--- src/rtl/pf_pkg.sv ---
// ----------------------------------------------------------------------------
// pf_pkg - shared types for the playfair digraph encryptor
// Letter codes, request and result payloads, queue commands, back-end states
// and small helpers for square coordinates.
// ----------------------------------------------------------------------------
`default_nettype none

package pf_pkg;

    localparam int NUM_LETTERS = 26;
    localparam int SQ_SIDE     = 5;
    localparam int SQ_CELLS    = 25;

    typedef logic [4:0] letter_t;
    typedef logic [2:0] coord_t;
    typedef logic [4:0] cell_t;

    localparam letter_t LETTER_I    = 5'd8;
    localparam letter_t LETTER_J    = 5'd9;
    localparam letter_t LETTER_X    = 5'd23;
    localparam letter_t LAST_LETTER = 5'd25;
    localparam coord_t  LAST_COORD  = 3'd4;
    localparam cell_t   FULL_COUNT  = 5'd25;

    // request opcodes
    typedef enum logic [1:0] {
        OP_KEY    = 2'd0,
        OP_FINISH = 2'd1,
        OP_PLAIN  = 2'd2,
        OP_END    = 2'd3
    } op_t;

    typedef struct packed {
        op_t     opcode;
        letter_t letter;
    } pf_in_t;

    typedef struct packed {
        letter_t cipher_first;
        letter_t cipher_second;
    } pf_out_t;

    // commands from the front end to the back end
    typedef enum logic [1:0] {
        CMD_PLACE = 2'd0,
        CMD_FILL  = 2'd1,
        CMD_ENC   = 2'd2
    } cmd_kind_t;

    typedef struct packed {
        cmd_kind_t kind;
        letter_t   a;
        letter_t   b;
    } pf_cmd_t;

    typedef enum logic [1:0] {
        BK_IDLE = 2'd0,
        BK_FILL = 2'd1,
        BK_POS  = 2'd2,
        BK_CELL = 2'd3
    } bk_state_t;

    // I and J share a cell
    function automatic letter_t fold_j(input letter_t v);
        return (v == LETTER_J) ? LETTER_I : v;
    endfunction

    // row * 5 + col
    function automatic cell_t cell_index(input coord_t row, input coord_t col);
        return cell_t'({row, 2'b00}) + cell_t'(row) + cell_t'(col);
    endfunction

    // step one place along a row or column, wrapping
    function automatic coord_t next_coord(input coord_t c);
        return (c == LAST_COORD) ? 3'd0 : c + 3'd1;
    endfunction

endpackage

`default_nettype wire

--- src/rtl/pf_front.sv ---
// ----------------------------------------------------------------------------
// pf_front - request decode and digraph pairing
// Holds the filler register and the pending first letter, and turns each
// accepted request into at most one command for the back end.
// ----------------------------------------------------------------------------
`default_nettype none

module pf_front
    import pf_pkg::*;
(
    input  wire logic    clk,
    input  wire logic    rst_n,
    input  wire logic    item_valid,
    output logic         item_ready,
    input  wire pf_in_t  item,
    input  wire logic    cfg_we,
    input  wire letter_t cfg_data,
    output logic         push_valid,
    input  wire logic    push_ready,
    output pf_cmd_t      push_cmd
);

    letter_t filler_reg;
    logic    pend_valid_reg, pend_valid_next;
    letter_t pend_letter_reg, pend_letter_next;

    logic    accept;
    logic    in_range;
    letter_t v;
    letter_t eff_filler;

    assign item_ready = push_ready;
    assign accept     = item_valid & push_ready;
    assign in_range   = (item.letter <= LAST_LETTER);
    assign v          = fold_j(item.letter);

    // out-of-range filler falls back to X
    assign eff_filler = fold_j((filler_reg > LAST_LETTER) ? LETTER_X : filler_reg);

    // filler register
    always_ff @(posedge clk or negedge rst_n)
    begin
        if (!rst_n)
        begin
            filler_reg <= LETTER_X;
        end
        else if (cfg_we)
        begin
            filler_reg <= cfg_data;
        end
    end

    // pending letter
    always_ff @(posedge clk or negedge rst_n)
    begin
        if (!rst_n)
        begin
            pend_valid_reg  <= 1'b0;
            pend_letter_reg <= '0;
        end
        else
        begin
            pend_valid_reg  <= pend_valid_next;
            pend_letter_reg <= pend_letter_next;
        end
    end

    // request decode
    always_comb
    begin
        push_valid       = 1'b0;
        push_cmd.kind    = CMD_PLACE;
        push_cmd.a       = v;
        push_cmd.b       = v;
        pend_valid_next  = pend_valid_reg;
        pend_letter_next = pend_letter_reg;
        if (accept)
        begin
            case (item.opcode)
                OP_KEY:
                begin
                    push_valid = in_range;
                end
                OP_FINISH:
                begin
                    push_valid    = 1'b1;
                    push_cmd.kind = CMD_FILL;
                end
                OP_PLAIN:
                begin
                    if (in_range)
                    begin
                        if (!pend_valid_reg)
                        begin
                            pend_valid_next  = 1'b1;
                            pend_letter_next = v;
                        end
                        else if (pend_letter_reg == v)
                        begin
                            // doubled letter: split with filler, keep second held
                            push_valid    = 1'b1;
                            push_cmd.kind = CMD_ENC;
                            push_cmd.a    = pend_letter_reg;
                            push_cmd.b    = eff_filler;
                        end
                        else
                        begin
                            push_valid       = 1'b1;
                            push_cmd.kind    = CMD_ENC;
                            push_cmd.a       = pend_letter_reg;
                            push_cmd.b       = v;
                            pend_valid_next  = 1'b0;
                            pend_letter_next = '0;
                        end
                    end
                end
                OP_END:
                begin
                    if (pend_valid_reg)
                    begin
                        push_valid       = 1'b1;
                        push_cmd.kind    = CMD_ENC;
                        push_cmd.a       = pend_letter_reg;
                        push_cmd.b       = eff_filler;
                        pend_valid_next  = 1'b0;
                        pend_letter_next = '0;
                    end
                end
                default:
                begin
                    push_valid = 1'b0;
                end
            endcase
        end
    end

endmodule

`default_nettype wire

--- src/rtl/pf_queue.sv ---
// ----------------------------------------------------------------------------
// pf_queue - command queue between front and back end
// Small circular buffer; full and empty come from an occupancy count.
// ----------------------------------------------------------------------------
`default_nettype none

module pf_queue
    import pf_pkg::*;
#(
    parameter int DEPTH = 2
)
(
    input  wire logic    clk,
    input  wire logic    rst_n,
    input  wire logic    push_valid,
    output logic         push_ready,
    input  wire pf_cmd_t push_cmd,
    output logic         pop_valid,
    input  wire logic    pop_ready,
    output pf_cmd_t      pop_cmd
);

    localparam int PTR_W = $clog2(DEPTH);
    localparam int CNT_W = $clog2(DEPTH + 1);
    localparam logic [PTR_W-1:0] LAST_PTR = PTR_W'(DEPTH - 1);
    localparam logic [CNT_W-1:0] FULL_CNT = CNT_W'(DEPTH);

    pf_cmd_t          buf_reg [DEPTH];
    logic [PTR_W-1:0] wr_ptr_reg, wr_ptr_next;
    logic [PTR_W-1:0] rd_ptr_reg, rd_ptr_next;
    logic [CNT_W-1:0] count_reg, count_next;
    logic             do_push, do_pop;

    assign push_ready = (count_reg != FULL_CNT);
    assign pop_valid  = (count_reg != '0);
    assign pop_cmd    = buf_reg[rd_ptr_reg];
    assign do_push    = push_valid & push_ready;
    assign do_pop     = pop_valid & pop_ready;

    // pointer and count update
    always_comb
    begin
        wr_ptr_next = wr_ptr_reg;
        rd_ptr_next = rd_ptr_reg;
        count_next  = count_reg;
        if (do_push)
        begin
            wr_ptr_next = (wr_ptr_reg == LAST_PTR) ? '0 : wr_ptr_reg + 1'b1;
        end
        if (do_pop)
        begin
            rd_ptr_next = (rd_ptr_reg == LAST_PTR) ? '0 : rd_ptr_reg + 1'b1;
        end
        case ({do_push, do_pop})
            2'b10:   count_next = count_reg + 1'b1;
            2'b01:   count_next = count_reg - 1'b1;
            default: count_next = count_reg;
        endcase
    end

    always_ff @(posedge clk or negedge rst_n)
    begin
        if (!rst_n)
        begin
            wr_ptr_reg <= '0;
            rd_ptr_reg <= '0;
            count_reg  <= '0;
        end
        else
        begin
            wr_ptr_reg <= wr_ptr_next;
            rd_ptr_reg <= rd_ptr_next;
            count_reg  <= count_next;
        end
    end

    // storage
    always_ff @(posedge clk)
    begin
        if (do_push)
        begin
            buf_reg[wr_ptr_reg] <= push_cmd;
        end
    end

endmodule

`default_nettype wire

--- src/rtl/pf_back.sv ---
// ----------------------------------------------------------------------------
// pf_back - key square and digraph encryption
// Builds the square from place and fill commands and encrypts pairs through
// a position lookup, a cell lookup and the output register.
// ----------------------------------------------------------------------------
`default_nettype none

module pf_back
    import pf_pkg::*;
(
    input  wire logic    clk,
    input  wire logic    rst_n,
    input  wire logic    pop_valid,
    output logic         pop_ready,
    input  wire pf_cmd_t pop_cmd,
    output logic         result_valid,
    input  wire logic    result_ready,
    output pf_out_t      result
);

    bk_state_t state_reg, state_next;

    // square build state
    logic [NUM_LETTERS-1:0] used_reg;
    cell_t                  fill_cnt_reg;
    coord_t                 fill_row_reg, fill_col_reg;
    letter_t                walk_reg, walk_next;

    // memories: cell -> letter, letter -> {row, col}
    letter_t      sq_mem  [SQ_CELLS];
    logic [5:0]   pos_mem [NUM_LETTERS];

    logic [5:0]   pa_reg, pb_reg;
    letter_t      x_reg, y_reg;
    logic         out_valid_reg;
    pf_out_t      out_data_reg;

    logic         place_req, place_do;
    letter_t      place_letter;
    logic         pos_rd_en, sq_rd_en, out_load;
    coord_t       ra, ca, rb, cb;
    coord_t       xr, xc, yr, yc;

    assign result_valid = out_valid_reg;
    assign result       = out_data_reg;

    assign place_do = place_req && !used_reg[place_letter] && (fill_cnt_reg != FULL_COUNT);

    // sequencer
    always_comb
    begin
        state_next   = state_reg;
        walk_next    = walk_reg;
        pop_ready    = 1'b0;
        place_req    = 1'b0;
        place_letter = pop_cmd.a;
        pos_rd_en    = 1'b0;
        sq_rd_en     = 1'b0;
        out_load     = 1'b0;
        case (state_reg)
            BK_IDLE:
            begin
                pop_ready = 1'b1;
                if (pop_valid)
                begin
                    case (pop_cmd.kind)
                        CMD_PLACE:
                        begin
                            place_req = 1'b1;
                        end
                        CMD_FILL:
                        begin
                            walk_next  = '0;
                            state_next = BK_FILL;
                        end
                        CMD_ENC:
                        begin
                            pos_rd_en  = 1'b1;
                            state_next = BK_POS;
                        end
                        default:
                        begin
                            state_next = BK_IDLE;
                        end
                    endcase
                end
            end
            BK_FILL:
            begin
                // alphabetical walk, J skipped
                place_letter = walk_reg;
                place_req    = (walk_reg != LETTER_J);
                if (walk_reg == LAST_LETTER)
                begin
                    state_next = BK_IDLE;
                end
                else
                begin
                    walk_next = walk_reg + 5'd1;
                end
            end
            BK_POS:
            begin
                sq_rd_en   = 1'b1;
                state_next = BK_CELL;
            end
            BK_CELL:
            begin
                if (!out_valid_reg || result_ready)
                begin
                    out_load   = 1'b1;
                    state_next = BK_IDLE;
                end
            end
            default:
            begin
                state_next = BK_IDLE;
            end
        endcase
    end

    // playfair rules on the looked-up coordinates
    always_comb
    begin
        ra = pa_reg[5:3];
        ca = pa_reg[2:0];
        rb = pb_reg[5:3];
        cb = pb_reg[2:0];
        if (ra == rb)
        begin
            xr = ra;
            xc = next_coord(ca);
            yr = rb;
            yc = next_coord(cb);
        end
        else if (ca == cb)
        begin
            xr = next_coord(ra);
            xc = ca;
            yr = next_coord(rb);
            yc = cb;
        end
        else
        begin
            xr = ra;
            xc = cb;
            yr = rb;
            yc = ca;
        end
    end

    // control registers
    always_ff @(posedge clk or negedge rst_n)
    begin
        if (!rst_n)
        begin
            state_reg     <= BK_IDLE;
            walk_reg      <= '0;
            used_reg      <= '0;
            fill_cnt_reg  <= '0;
            fill_row_reg  <= '0;
            fill_col_reg  <= '0;
            out_valid_reg <= 1'b0;
        end
        else
        begin
            state_reg <= state_next;
            walk_reg  <= walk_next;
            if (place_do)
            begin
                used_reg[place_letter] <= 1'b1;
                fill_cnt_reg           <= fill_cnt_reg + 5'd1;
                if (fill_col_reg == LAST_COORD)
                begin
                    fill_col_reg <= '0;
                    fill_row_reg <= fill_row_reg + 3'd1;
                end
                else
                begin
                    fill_col_reg <= fill_col_reg + 3'd1;
                end
            end
            if (out_load)
            begin
                out_valid_reg <= 1'b1;
            end
            else if (result_ready)
            begin
                out_valid_reg <= 1'b0;
            end
        end
    end

    // memory writes
    always_ff @(posedge clk)
    begin
        if (place_do)
        begin
            sq_mem[fill_cnt_reg]  <= place_letter;
            pos_mem[place_letter] <= {fill_row_reg, fill_col_reg};
        end
    end

    // position lookup
    always_ff @(posedge clk)
    begin
        if (pos_rd_en)
        begin
            pa_reg <= pos_mem[pop_cmd.a];
            pb_reg <= pos_mem[pop_cmd.b];
        end
    end

    // cell lookup
    always_ff @(posedge clk)
    begin
        if (sq_rd_en)
        begin
            x_reg <= sq_mem[cell_index(xr, xc)];
            y_reg <= sq_mem[cell_index(yr, yc)];
        end
    end

    // output payload
    always_ff @(posedge clk)
    begin
        if (out_load)
        begin
            out_data_reg.cipher_first  <= x_reg;
            out_data_reg.cipher_second <= y_reg;
        end
    end

endmodule

`default_nettype wire

--- src/rtl/playfair_digraph_encrypt.sv ---
// ----------------------------------------------------------------------------
// playfair_digraph_encrypt - playfair cipher, one digraph per result
// Front end pairs letters and queues commands; back end builds the key
// square and encrypts each pair.
// ----------------------------------------------------------------------------
//  channel   signals                              payload
//  request   item_valid / item_ready              item (opcode, letter)
//  result    result_valid / result_ready          result (cipher_first/second)
//  config    cfg_we                               cfg_data (filler letter)
//
//  requests are taken one per cycle while the command queue has room
//  key letter: placed when popped; pair: pop with position read, cell read,
//  output load, in that order
//  finish key: the pop, then one alphabet letter per cycle
//  reset clears the fill state, pending letter and queue; a stalled result
//  holds the back end in its last step and the queue takes requests until full
// ----------------------------------------------------------------------------
`default_nettype none

module playfair_digraph_encrypt
    import pf_pkg::*;
#(
    parameter int QUEUE_DEPTH = 2
)
(
    input  wire logic    clk,
    input  wire logic    rst_n,
    input  wire logic    item_valid,
    output logic         item_ready,
    input  wire pf_in_t  item,
    output logic         result_valid,
    input  wire logic    result_ready,
    output pf_out_t      result,
    input  wire logic    cfg_we,
    input  wire letter_t cfg_data
);

    logic    push_valid, push_ready;
    pf_cmd_t push_cmd;
    logic    pop_valid, pop_ready;
    pf_cmd_t pop_cmd;

    // decode and pairing
    pf_front u_front (
        .clk        (clk),
        .rst_n      (rst_n),
        .item_valid (item_valid),
        .item_ready (item_ready),
        .item       (item),
        .cfg_we     (cfg_we),
        .cfg_data   (cfg_data),
        .push_valid (push_valid),
        .push_ready (push_ready),
        .push_cmd   (push_cmd)
    );

    // command queue
    pf_queue #(
        .DEPTH (QUEUE_DEPTH)
    ) u_queue (
        .clk        (clk),
        .rst_n      (rst_n),
        .push_valid (push_valid),
        .push_ready (push_ready),
        .push_cmd   (push_cmd),
        .pop_valid  (pop_valid),
        .pop_ready  (pop_ready),
        .pop_cmd    (pop_cmd)
    );

    // square and encryption
    pf_back u_back (
        .clk          (clk),
        .rst_n        (rst_n),
        .pop_valid    (pop_valid),
        .pop_ready    (pop_ready),
        .pop_cmd      (pop_cmd),
        .result_valid (result_valid),
        .result_ready (result_ready),
        .result       (result)
    );

endmodule

`default_nettype wire

--- config.mk ---
export PLATFORM = sky130hd
export DESIGN_NAME = playfair_digraph_encrypt
export DESIGN_NICKNAME = d
export VERILOG_FILES = /design/src/rtl/pf_pkg.sv /design/src/rtl/pf_front.sv /design/src/rtl/pf_queue.sv /design/src/rtl/pf_back.sv /design/src/rtl/playfair_digraph_encrypt.sv
export SDC_FILE = /design/constraint.sdc
export NUM_CORES = 1
export LEC_CHECK = 0
export BUFFER_PORTS_ARGS = -buffer_cell sky130_fd_sc_hd__buf_2
export CAP_MARGIN = 20
export CELL_PAD_IN_SITES_DETAIL_PLACEMENT = 1
export CELL_PAD_IN_SITES_GLOBAL_PLACEMENT = 2
export CORE_MARGIN = 5
export CORE_UTILIZATION = 50
export DETAILED_ROUTE_END_ITERATION = 8
export GPL_TIMING_DRIVEN = 0
export PLACE_DENSITY = 0.88
export SLEW_MARGIN = 20
export SYNTH_ARGS = -nofsm -noshare
export SYNTH_HDL_FRONTEND = slang
export SYNTH_SLANG_ARGS = --single-unit
--- constraint.sdc ---
create_clock -name clk -period 6.7 [get_ports clk]
set_clock_uncertainty 0.05 [all_clocks]
set_input_delay 1.005 -clock clk [delete_from_list [all_inputs] [get_ports clk]]
set_output_delay 1.005 -clock clk [all_outputs]
set_load 0.005 [all_outputs]
Word level (Yosys, flattened, before mapping)
Memories as Yosys holds them, arrays and structs flattened. A register that Yosys moved wholly into a read port is not among the register bits.
Index checks and enable logic that the tools add are counted.

operators by class
  add/subtract/negate cells = 16
  magnitude comparators = 4
  equality and inequality tests = 33
  mux-type cells = 69
  bitwise gates (word level) = 4
  reduce and logical (&&, ||, !) cells = 19

operator list
  kind                                                                     number
  5-bit 2-to-1 mux                                                         12
  12-bit 2-to-1 mux                                                        4
  3-bit 2-to-1 mux                                                         13
  26-bit OR                                                                1
  1-bit 2-to-1 mux                                                         25
  5-bit by 3-bit adder with 5-bit output                                   4
  10-bit case mux with 2 select lines                                      1
  5-bit case mux with 2 select lines                                       2
  3-bit by 1-bit adder with 3-bit output, second input constant            6
  3-bit equality test, second input constant                               5
  2-bit equality test, second input constant                               6
  2-bit case mux with 3 select lines                                       2
  5-bit by 1-bit adder with 5-bit output, second input constant            2
  5-bit by 4-bit equality test with 1-bit output, second input constant    2
  2-bit inequality test, second input constant                             5
  2-bit nonzero test                                                       5
  2-bit by 1-bit equality test with 1-bit output, second input constant    4
  2-bit by 1-bit inequality test with 1-bit output, second input constant  4
  2-bit case mux with 4 select lines                                       1
  4-bit AND reduction                                                      2
  3-bit equality test                                                      2
  2-bit zero test                                                          3
  5-bit by 6-bit < comparator with 1-bit output, second input constant     1
  2-bit 2-to-1 mux                                                         3
  other kinds (23)                                                         30

storage, ports and cells
  flip-flop bits (word level) = 70
  memory bits (writable) = 305
  input bits = 17
  output and inout port bits = 12
  word-level logic and storage cells = 163
  memories = 3

memory list
  name             words  bits a word  read ports  clocked after Yosys merged registers in  write ports  RTL line        source
  u_back.pos_mem   26     6            2           2                                        1            pf_back.sv:31   logic [5:0] pos_mem [NUM_LETTERS];
  u_back.sq_mem    25     5            2           2                                        1            pf_back.sv:30   letter_t sq_mem [SQ_CELLS];
  u_queue.buf_reg  2      12           1           0                                        1            pf_queue.sv:28  pf_cmd_t buf_reg [DEPTH];

Logic depth before layout (Yosys ltp)
  word-level depth = 9
  gate-level depth with buffers = 15
  mapped depth without buffers = 13

Modules after synthesis
From an unflattened synthesis, not the netlist that was laid out.

unflattened totals
  cells, all modules = 1187
  area, all modules = 19502.5 µm²

modules (own cells, without submodules)
  module    times used  cells an instance  area an instance (µm²)  seq. area each (µm²)
  pf_back   1           1009               17386.7                 10525.1
  pf_queue  1           54                 1058.5                  820.8
  pf_front  1           124                1057.3                  280.3

Worst setup path after synthesis
Ideal clock, no wire load.

  path kind = reg2reg
  start = reg u_back.pa_reg[3] (read register of u_back.pos_mem)
  end = reg u_back.y_reg[0] (read register of u_back.sq_mem), data pin
  library setup time = 0.260 ns
  arrival time = 3.935 ns
  required time = 6.390 ns
  path slack = 2.455 ns
  cell stages (with the launch flop) = 12
  path buffers = 2
  period minus slack after synthesis = 4.245 ns
  cells stage by stage = edfxtp_1 > xor2_1 > nor3_1 > nor4_1 > clkbuf_1 > o21ai_0 > fa_1 > inv_1 > fa_1 > buf_1 > mux4_2 > mux2_2

on the way
  longest elaborated chain between the ends = 4
  elaborated cells between the ends (all ways) = 5
  those cells by class = add/sub: 2; eq/ne: 1; mux: 2

ends and longest elaborated chain
  what                                      RTL line        source
  start: declaration                        pf_back.sv:33   logic [5:0] pa_reg, pb_reg;
  3-bit equality test *                     pf_back.sv:129  if (ra == rb)
  3-bit 2-to-1 mux                          pf_back.sv:129
  5-bit by 3-bit adder with 5-bit output    pf_pkg.sv:70    return cell_t'({row, 2'b00}) + cell_t'(row) + cell_t'(col);
  5-bit by 3-bit adder with 5-bit output *  pf_pkg.sv:70
  end: declaration                          pf_back.sv:34   letter_t x_reg, y_reg;

Every way passes the cells marked *; elsewhere a longest branch is shown, timed or not.
A chain may end at the register's enable or synchronous reset.

Final worst setup path
  start = reg u_back.pa_reg[3] (read register of u_back.pos_mem)
  end = reg u_back.y_reg[2] (read register of u_back.sq_mem), data pin

The elaborated chain is that of the path after synthesis.

==> out/metrics.yaml <==
synth.top_cell.area_share: 0.5192
syn_area_mm2: 0.01949
dp.cells: 1936
rrSetupSlack_ps: 1750
final_layout_size_suffix_gt1_frac: 0.1849
yosysTopAreaCell: "edfxtp_1"
drt_iter0_markers: 965
ctsRootBufferMaster: "clkbuf_16"
total_power_mw: 12.23
fin_crit_ps: 4946
port_buffers: 24
pwr-share-clk: 0.202
overflow: 0
area_growth_pct: 11.56
r2r_end: "u_back.y_reg[2]"
grt_pass1_vias: 13510
gp_congestion: 0.8477
grt_use_total: 0.2489
holdPathEnd: "u_back.result[6]"
route.detailed.drc: 0
grt_pass1_wl_um: 82350
io_pins: 29
vias: 12640
ys_seq_elements: 397
cts.sinks: 397
wl_um: 53960
fin_util: 0.5626
avgSynthCellArea_um2: 13.98
synth_compound_area_frac: 0.06773
fillCellCount: 3688
synthMuxAreaShare: 0.1694
fin_crit_sh: 0.7382
design.core.area_mm2: 0.03865
r2r_cells: 11
clk_pin_slew_ps: 60
hold_class: "reg -> reg"
crit_type: "reg -> reg"
synth_adder_area_share: 0.02208
final-hold-violation-count: 0
die_w_um: 207.4
netSwitchingFraction: 0.4074
synthFlopType: "edfxtp_1"
p_switching_mw: 4.981
max-slew-margin-rel: 0.2419
clock.fmax_mhz: 202.2
cts_resized: 0
cts_max_level: 2
ant_nets: 0
synth_cell_type_count: 67
cell_internal_pwr_mw: 7.244
die_y_um: 207.4
whs_path_depth: 0
slew_violations: 0
p_leak_nw: 7.870
cp_max_fo: 10
rsz0062_at_grt: "no"
yosysWarnings: 0
tightest_slew_ps: 1105
synthArstFlopShare: 0.1511
cts_tree: "done"
largest_reg_flops: 156
cp.required_ps: 6970
clk_latency_ps: 580
vias_per_cell: 6.265
place_area_mm2: 0.02027
dp_hpwl_um: 37700
initial_core_util: 0.5043
synth_top_family_by_area: "multiplexers"
syn_nets: 1443
synth-simple-area-share: 0.1056
antenna_found_initial: 0
r2r_start: "u_back.pa_reg[3]"
p_per_area_mw_per_mm2: 562.3
arrival_ps: 5220
postCtsHoldBufs: 0
fin_cells: 2017
worstHoldStart: "u_back.x_reg[1]"
grt_max_degree: 61
dr.pass1.iters: 5
setup-tns-final_ps: 0
wl_per_cell_um: 26.75
synth_edf_count: 337
netlist_instances: 1394
peakVddDrop_uv: 238.6
end_kind: "flip-flop"
combPwrFrac: 0.481
crit_path_start_kind: "flip-flop"
die_area_mm2: 0.04303
postCtsSetupBuffers: 0
synth_xor_area_frac: 0.01123
rows: 72
nets: 1512
maxCapViolCount: 0
cts_buffer_depth: 3
setup_violations: 0
postLayoutCellArea_mm2: 0.02174
ys_seq_area_frac: 0.5965
status: "completed"
cts_buffers: 43
pwr-share-seq: 0.317
synth_area_leaders: "edfxtp_1 52%, mux4_2 12%, dfrtp_1 7.2%"
-- cells by family (layout without fill, tap and decap cells) --
family,count (synthesis),count (layout)
AND/OR/NAND/NOR,440,440
adder cells (fa/ha/maj),32,32
AO/OA/AOI/OAI,186,186
buffers and inverters,125,229
flip-flops,397,397
multiplexers,189,189
other,0,1
XOR/XNOR,25,25
-- critical path, stage by stage, from the launching register on --
cell      delay (ps)
edfxtp_1         470
xor2_1           200
nor3_1           110
nor4_1           450
clkbuf_1         350
o21ai_0          230
fa_1             620
inv_1             70
fa_1             540
buf_1            680
mux4_2           650
mux2_2           290
-- worst max path at each step --
stage | from | end | depth (start not counted)
finish | u_back.pa_reg[3] | u_back.y_reg[2] | 11
global route | u_back.pa_reg[3] | u_back.y_reg[4] | 12
CTS | u_back.pa_reg[3] | u_back.y_reg[2] | 11
detailed placement | u_back.pa_reg[3] | u_back.y_reg[1] | 11
global placement | u_back.pa_reg[3] | u_back.x_reg[3] | 11
floorplan | u_back.pa_reg[3] | u_back.y_reg[0] | 11
-- layout make-up --
type | instances | area (um2) | area share
clock buffer | 50 | 1124 | 0.05167
tap | 518 | 648.1 | 0.02981
inverter | 40 | 150.1 | 0.006905
sequential | 397 | 11630 | 0.5348
clock inverter | 30 | 344.1 | 0.01582
antenna | 1 | 2.502 | 0.0001151
timing repair buffer | 24 | 122.6 | 0.005639
buffer | 85 | 385.4 | 0.01772
multi-input combinational | 872 | 7340 | 0.3376
-- placed cells by master (no fill, tap or decap), types with 5 or more instances in the layout --
cell type,count
o21ai_0,40
mux2i_1,42
edfxtp_1,337
mux2_2,31
nor2b_1,15
a311oi_1,31
a221oi_1,5
nor2_1,37
dfrtp_1,55
nand3_1,79
a31oi_1,12
xnor2_1,18
ha_1,28
clkbuf_1,57
buf_2,37
clkinv_2,11
mux4_2,106
o211ai_1,7
clkinv_1,7
buf_6,5
xor2_1,7
a31o_1,26
a21o_1,8
nor3_1,8
inv_1,36
a21oi_1,29
and3_1,62
nand2_1,213
bufinv_16,7
buf_1,12
clkbuf_16,44
-- layer usage --
| layer | wire length (um) | GRT usage | vias to the layer above |
|---|---|---|---|
| met5 | 0 | 0 | - |
| met1 | 21560 | 0.3177 | 6539 |
| met2 | 27330 | 0.4297 | 450 |
| li1 | - | - | 5534 |
| met4 | 2105 | 0.09827 | 0 |
| met3 | 2960 | 0.03929 | 114 |
-- synth_stat cells, types with 4 or more instances --
cell,instances
and3_1,62
mux2_2,31
a31oi_1,12
buf_2,14
buf_6,5
nor3_1,8
a21o_1,8
ha_1,28
a31o_1,26
xnor2_1,18
buf_1,12
o31ai_1,4
fa_1,4
nor2b_1,16
inv_1,36
nor2_1,39
nand2_1,213
mux4_2,106
a221oi_1,5
a21oi_1,29
a22o_1,4
dfrtp_1,56
clkbuf_1,51
xor2_1,7
o211ai_1,7
nand3_1,79
dfstp_2,4
a311oi_1,31
o21ai_0,40
mux2_1,4
mux2i_1,43
edfxtp_1,337
-- power groups by stage --
| stage | logic, mW | clock network [mW] | registers [mW] |
|---|---|---|---|
| finish | 5.88 | 2.47 | 3.87 |
| global route | 6.26 | 2.63 | 3.91 |
| CTS | 5.87 | 2.51 | 3.87 |
| detailed placement | 5.81 | 0 | 3.91 |
| global placement | 5.59 | 0 | 3.87 |
| floorplan | 3.95 | 0 | 3.74 |
-- per-stage QoR --
step	hold WS (ps)	setup slack, ps
global placement	352.6	1813
finish	369.0	1754
global route	382.8	1455
floorplan	350.3	2455
detailed placement	357.0	1764
CTS	370.9	1710
Note: power is estimated with default switching activity, not from simulation.
